==> src/sv/byte_ring_buffer_burst_top_defines.svh <==
// ---------------------------------------------------------------------------
// Byte ring buffer assertion macros
// Check macros for the byte ring buffer datapath.
// ---------------------------------------------------------------------------
`ifndef BYTE_RING_BUFFER_BURST_TOP_DEFINES_SVH
`define BYTE_RING_BUFFER_BURST_TOP_DEFINES_SVH

// Same-cycle implication, checked out of reset
`define BRB_ASSERT_NOW(lbl, ante, cons, msg) \
  lbl: assert property (@(posedge clk) disable iff (!rst_n) (ante) |-> (cons)) else $error(msg);

// Next-cycle implication, checked out of reset
`define BRB_ASSERT_NEXT(lbl, ante, cons, msg) \
  lbl: assert property (@(posedge clk) disable iff (!rst_n) (ante) |=> (cons)) else $error(msg);

`endif

==> src/sv/brb_pkg.sv <==
`timescale 1ns / 1ps
// ---------------------------------------------------------------------------
// Byte ring buffer package
// Word types, kind codes and controller/datapath interface structs.
// ---------------------------------------------------------------------------
package brb_pkg;

  // Width of capacity, counts and ring pointers
  localparam int CNT_W = 11;

  // Item kinds
  localparam logic [2:0] KIND_WRITE = 3'd0;
  localparam logic [2:0] KIND_READ  = 3'd1;
  localparam logic [2:0] KIND_PEEK  = 3'd2;
  localparam logic [2:0] KIND_INDEX = 3'd3;
  localparam logic [2:0] KIND_CLEAR = 3'd4;

  // Input word
  typedef struct packed {
    logic [2:0]       kind;
    logic [7:0]       data_byte;
    logic [CNT_W-1:0] burst_len;
    logic             first_byte;
    logic             last_byte;
    logic [9:0]       offset;
  } in_word_t;

  // Result word
  typedef struct packed {
    logic [7:0]       out_byte;
    logic             byte_valid;
    logic [CNT_W-1:0] done_count;
    logic             last;
    logic [CNT_W-1:0] fill_count;
    logic [CNT_W-1:0] free_count;
  } out_word_t;

  // Controller to datapath commands
  typedef struct packed {
    logic load;        // latch input word
    logic cfg_wr;      // capacity write, empties ring
    logic do_write;    // write-byte item
    logic rd_start;    // read/peek of one or more bytes
    logic rd_issue;    // issue one byte read
    logic idx_read;    // indexed read that hits
    logic emit_empty;  // single result without a byte
    logic clear;       // empty the ring
  } ctl_cmd_t;

  // Datapath to controller status
  typedef struct packed {
    logic [2:0] kind;
    logic       n_zero;    // read/peek delivers nothing
    logic       idx_hit;   // offset below fill
    logic       cnt_last;  // final byte read being issued
  } dp_stat_t;

endpackage

==> src/sv/brb_ctrl.sv <==
`timescale 1ns / 1ps
// ---------------------------------------------------------------------------
// Byte ring buffer controller
// Sequences one item at a time: decode, byte reads, drain of the read pipe.
// ---------------------------------------------------------------------------
module brb_ctrl (
  input  logic              clk,
  input  logic              rst_n,
  input  logic              start,
  input  logic              cfg_valid,
  input  brb_pkg::dp_stat_t stat,
  output logic              busy,
  output logic              cfg_ready,
  output brb_pkg::ctl_cmd_t cmd
);

  typedef enum logic [1:0] {
    S_IDLE,
    S_DECODE,
    S_READ,
    S_DRAIN
  } state_t;

  state_t state_r, state_nxt;
  logic   busy_r;

  // Next state
  always_comb begin
    state_nxt = state_r;
    case (state_r)
      S_IDLE: begin
        if (start) begin
          state_nxt = S_DECODE;
        end
      end
      S_DECODE: begin
        state_nxt = S_IDLE;
        if ((stat.kind == brb_pkg::KIND_READ) || (stat.kind == brb_pkg::KIND_PEEK)) begin
          if (!stat.n_zero) begin
            state_nxt = S_READ;
          end
        end else if (stat.kind == brb_pkg::KIND_INDEX) begin
          if (stat.idx_hit) begin
            state_nxt = S_DRAIN;
          end
        end
      end
      S_READ: begin
        if (stat.cnt_last) begin
          state_nxt = S_DRAIN;
        end
      end
      S_DRAIN: begin
        state_nxt = S_IDLE;
      end
      default: begin
        state_nxt = S_IDLE;
      end
    endcase
  end

  // Commands
  always_comb begin
    cmd = '0;
    case (state_r)
      S_IDLE: begin
        cmd.load   = start;
        cmd.cfg_wr = cfg_valid;
      end
      S_DECODE: begin
        case (stat.kind)
          brb_pkg::KIND_WRITE: begin
            cmd.do_write = 1'b1;
          end
          brb_pkg::KIND_READ, brb_pkg::KIND_PEEK: begin
            cmd.rd_start   = !stat.n_zero;
            cmd.emit_empty = stat.n_zero;
          end
          brb_pkg::KIND_INDEX: begin
            cmd.idx_read   = stat.idx_hit;
            cmd.emit_empty = !stat.idx_hit;
          end
          brb_pkg::KIND_CLEAR: begin
            cmd.clear = 1'b1;
          end
          default: begin
            cmd = '0;
          end
        endcase
      end
      S_READ: begin
        cmd.rd_issue = 1'b1;
      end
      default: begin
        cmd = '0;
      end
    endcase
  end

  // State and registered busy
  always_ff @(posedge clk) begin
    if (!rst_n) begin
      state_r <= S_IDLE;
      busy_r  <= 1'b0;
    end else begin
      state_r <= state_nxt;
      busy_r  <= (state_nxt != S_IDLE);
    end
  end

  assign busy      = busy_r;
  assign cfg_ready = !busy_r;

endmodule

==> config.mk <==
export PLATFORM = sky130hd
export DESIGN_NAME = brb_ctrl
export DESIGN_NICKNAME = d
export VERILOG_FILES = /design/src/sv/byte_ring_buffer_burst_top_defines.svh /design/src/sv/brb_pkg.sv /design/src/sv/brb_ctrl.sv
export SDC_FILE = /design/constraint.sdc
export NUM_CORES = 1
export LEC_CHECK = 0
export BUFFER_PORTS_ARGS = -buffer_cell sky130_fd_sc_hd__clkbuf_2
export CAP_MARGIN = 25
export CELL_PAD_IN_SITES_DETAIL_PLACEMENT = 0
export CELL_PAD_IN_SITES_GLOBAL_PLACEMENT = 1
export CORE_MARGIN = 3
export CORE_UTILIZATION = 21
export DETAILED_ROUTE_END_ITERATION = 10
export PLACE_DENSITY_LB_ADDON = 0.25
export SLEW_MARGIN = 0
export SYNTH_ARGS = -nofsm -noshare
export SYNTH_HDL_FRONTEND = slang
export SYNTH_SLANG_ARGS = --single-unit
==> constraint.sdc <==
create_clock -name clk -period 1.3 [get_ports clk]
set_input_delay 0.26 -clock clk [delete_from_list [all_inputs] [get_ports clk]]
set_output_delay 0.26 -clock clk [all_outputs]
set_load 0.01 [all_outputs]
==> Word level (Yosys, flattened, before mapping) <==
Index checks and enable logic that the tools add are counted.
{ "op_classes": {"n_eq_ne": 7, "muxes": 16, "n_reduce_logical": 8} }
{ "ops": {"columns": ["cell", "count"], "rows": [
  ["two-way mux 2 bit", 8],
  ["one-hot mux 2 bit (4 select lines)", 1],
  ["== test 3 x 2 -> 1 bit, second input constant", 2],
  ["two-way mux 1 bit", 5],
  ["== test 2 bit, second input constant", 2],
  ["== test 3 x 1 -> 1 bit, second input constant", 1],
  ["== test 3 bit, second input constant", 1],
  ["zero test 1 bit", 3],
  ["zero test 3 bit", 1],
  ["two-way mux 3 bit", 1],
  ["== test 2 x 1 -> 1 bit, second input constant", 1],
  ["zero test 2 bit", 1],
  ["one-hot mux 1 bit (2 select lines)", 1],
  ["nonzero test 2 bit", 1],
  ["OR reduction 2 bit", 1],
  ["logical OR 1 bit", 1]
]} }
{ "totals": {"reg_bits": 3, "output_inout_bits": 10, "elab_cells": 33} }

==> Logic depth before layout (Yosys ltp) <==
{ "logic_depth": {"word_depth": 5, "mapped_depth": 4, "mapped_depth_nobuf": 3} }

==> Worst setup path after synthesis <==
OpenSTA, ideal clock, no wires.
{ "synth_path": {"path_kind": "reg2out", "startpoint": "register state_r[0]", "endpoint": "output port cmd[4] (netlist bit)", "arrival_ps": 1193, "required_time_ps": 1040, "setup_slack_ps": -153, "stages_incl_launch_ff": 4, "path_cell_list": "dfxtp_1 > or3b_1 > buf_2 > nor3b_1"} }
{ "synth_rtl": {"columns": ["item", "line", "text"], "rows": [
  ["start: declaration", "brb_ctrl.sv:24", "state_t state_r, state_nxt;"],
  ["start signal: assignment", "brb_ctrl.sv:106", "state_r <= state_nxt;"],
  ["end: declaration", "brb_ctrl.sv:14", "output brb_pkg::ctl_cmd_t cmd"]
]} }

==> flow_summary.ini <==
[place]
place_inst = 69
dp_slack_ns = -0.1876
port-buffer-count = 19
dp_hpwl_um = 620.8
place_congestion = 0.6102

[power]
ir_worst_vdd_mv = 0.4354
finalPower_uw = 380.7
p_leak_uw = 0.0002505
power_density_mw_per_mm2 = 768.4

[cts]
cts-root-buf = clkbuf_4
clk_latency_ns = 0.23
cts_hold_buf = 0
cts_max_path_buffers = 2
h-tree-depth = 1
cts_buffers = 3
cts_tree = yes
clock-sinks = 3
clk_pin_slew_ns = 0.04

[synth]
synthArstFlopShare = 0
syn_avg_cell_area_um2 = 8.096
ys_ff_latch = 3
synth_area_um2 = 275.3
synth_cell_type_count = 22
syn-num-nets = 44
synth-main-ff-cell = dfxtp_1
yosys_warnings = 0
yosysSeqAreaShare = 0.2182
synthCells = 34
synth_edf_count = 0

[global_routing]
grt_use_total = 0.1001
grt_pass1_vias = 343
grt_overflow_total = 0
grt_antenna_before_repair = 0
grt_pass1_wl_um = 1359
grt_max_degree = 10

[worst_setup_path]
cp_slowest_cell = or3b_4
end_kind = output pin
path_class = register to output pin
start_kind = register
cp_slowest_stage_delay_ns = 0.38
worst-path-max-fanout = 2
crit_arrival_ns = 1.34
cp.required_ns = 1.04
ff2ff_path_depth = 4
crit_chain = or3b_4, buf_6, nor3b_4, buf_2

[die]
start_util = 0.2350
io_pins = 20
rows = 12
dieArea_mm2 = 0.001781
die_x_um = 42.21
core_region_area_mm2 = 0.001171
die-height_um = 42.21

[timing]
grt_setup_unrepaired = yes
fin_crit_sh = 1.231
finalCriticalPeriod_ns = 1.601
skew_ns = 0.002825
setup_slack_ns = -0.3006
hold_viol = 0
worst_pin_slew_ns = 0.3620
setup_viol = 4
max_freq_ghz = 0.6248
drv_slew = 0
slew_headroom = 0.7561
hold_slack_ns = 0.2833

[finish]
area_growth_pct = 80.00
finalNonFillerCells = 73
nets = 70
drive_gt1_frac = 0.6271
fin_util = 0.4231
diodes = 0
fillCellCount = 131
multi_input_area_um2 = 239.0
seqCellArea_um2 = 62.56

[drt]
route.detailed.drc = 0
ant_nets = 0
routedWlPerCell_um = 10.67
drt_iter0_drc = 2
wirelength_um = 779
drtPass1Iterations = 2
vias = 335
via_per_inst = 4.589

[run]
max-cap-violations = 0

[worst_hold_path]
whs_path_depth = 2
hp-class = input port to register

[status]
status = finished, violations left
violations = negative setup slack
==> metrics by stage <==
| step | TNS (ns) | instance area [µm²] |
|---|---|---|
| after detailed placement | -0.8099 | 437.9 |
| after CTS | -1.212 | 479.2 |
| after floorplan | -0.02078 | 306.5 |
| after global routing | -1.583 | 495.5 |
| final | -1.112 | 495.5 |
| after global placement | -0.6729 | 437.9 |
==> placed cells by master, fill, tap and decap left out, types with 2 or more instances in the layout <==
cell,synthesis,layout
clkbuf_2,0,11
dfxtp_2,0,2
nor3b_2,0,2
a21o_1,2,2
clkbuf_4,0,3
buf_6,0,3
o21ai_0,2,2
nor2_1,4,3
nor2b_1,3,3
buf_4,0,3
buf_2,1,7
==> flip-flops by register name, summed over array words and instances (netlist names) <==
register,flops
state_r,2
busy,1
==> metal layers <==
| metal | routed length [µm] | GRT usage | up-vias |
|---|---|---|---|
| li1 | - | - | 169 |
| met1 | 312 | 0.1010 | 157 |
| met2 | 420 | 0.1672 | 9 |
| met3 | 45 | 0.04721 | 0 |
| met4 | 0 | 0.05590 | 0 |
| met5 | 0 | 0 | - |
==> final cells by class <==
| cell class | instances | share of cell area |
|---|---|---|
| clock buffer | 4 | 0.05303 |
| inverter | 1 | 0.007576 |
| multi-input combinational | 27 | 0.4823 |
| sequential | 3 | 0.1263 |
| tap | 14 | 0.03535 |
| timing repair buffer | 24 | 0.2955 |
==> cells by family (layout without fill, tap and decap cells) <==
| logic type | Yosys count | in the layout | synth area share |
|---|---|---|---|
| xor gates and xnor gates | 1 | 1 | 0.03182 |
| AOI/OAI and AO/OA | 8 | 8 | 0.2591 |
| muxes | 1 | 1 | 0.03637 |
| DFF | 3 | 3 | 0.2182 |
| buffers and inverters | 4 | 29 | 0.05907 |
| and+or+nand+nor | 17 | 17 | 0.3954 |
==> critical path, delay by kind of cell, from the launching register on <==
kind | cells | cell delay (ns)
DFF | 1 | 0.32
and+or+nand+nor | 2 | 0.52
buffers and inverters | 2 | 0.27
==> power breakdown <==
| group | switching, µW | internal (µW) | leakage (µW) |
|---|---|---|---|
| Combinational | 58.3 | 59.8 | 0.000210 |
| Clock | 45.0 | 115 | 0.0000150 |
| Sequential | 3.41 | 99.4 | 0.0000255 |
| Total | 107 | 274 | 0.000250 |
==> what timing repair did <==
item | in CTS | in global routing
gates cloned | 0 | 0
setup endpoints to repair | 8 | 10
resized for setup | 4 | 11
buffers inserted | 0 | 0
pin swaps | 2 | 0
hold endpoints to repair | 0 | 0
==> synth_stat cells, drive strengths merged, types with 2 or more instances <==
| cell type | n | area (µm²) |
|---|---|---|
| nor2b | 3 | 18.77 |
| nor3b | 3 | 22.52 |
| dfxtp | 3 | 60.06 |
| nor2 | 4 | 15.01 |
| clkbuf | 2 | 7.510 |
| o21ai | 2 | 10.01 |
| a21o | 2 | 15.01 |
==> path summary, 6_finish.rpt <==
| check | startpoint | to | slack (ns) |
|---|---|---|---|
| worst max-delay path | state_r[0] | cmd[4] | -0.30 |
| worst min-delay path | rst_n | state_r[1] | 0.28 |
| worst max register to register | state_r[0] | busy | 0.03 |
| worst min register to register | state_r[0] | state_r[0] | 0.70 |
Note: power is estimated with default switching activity, not from simulation.
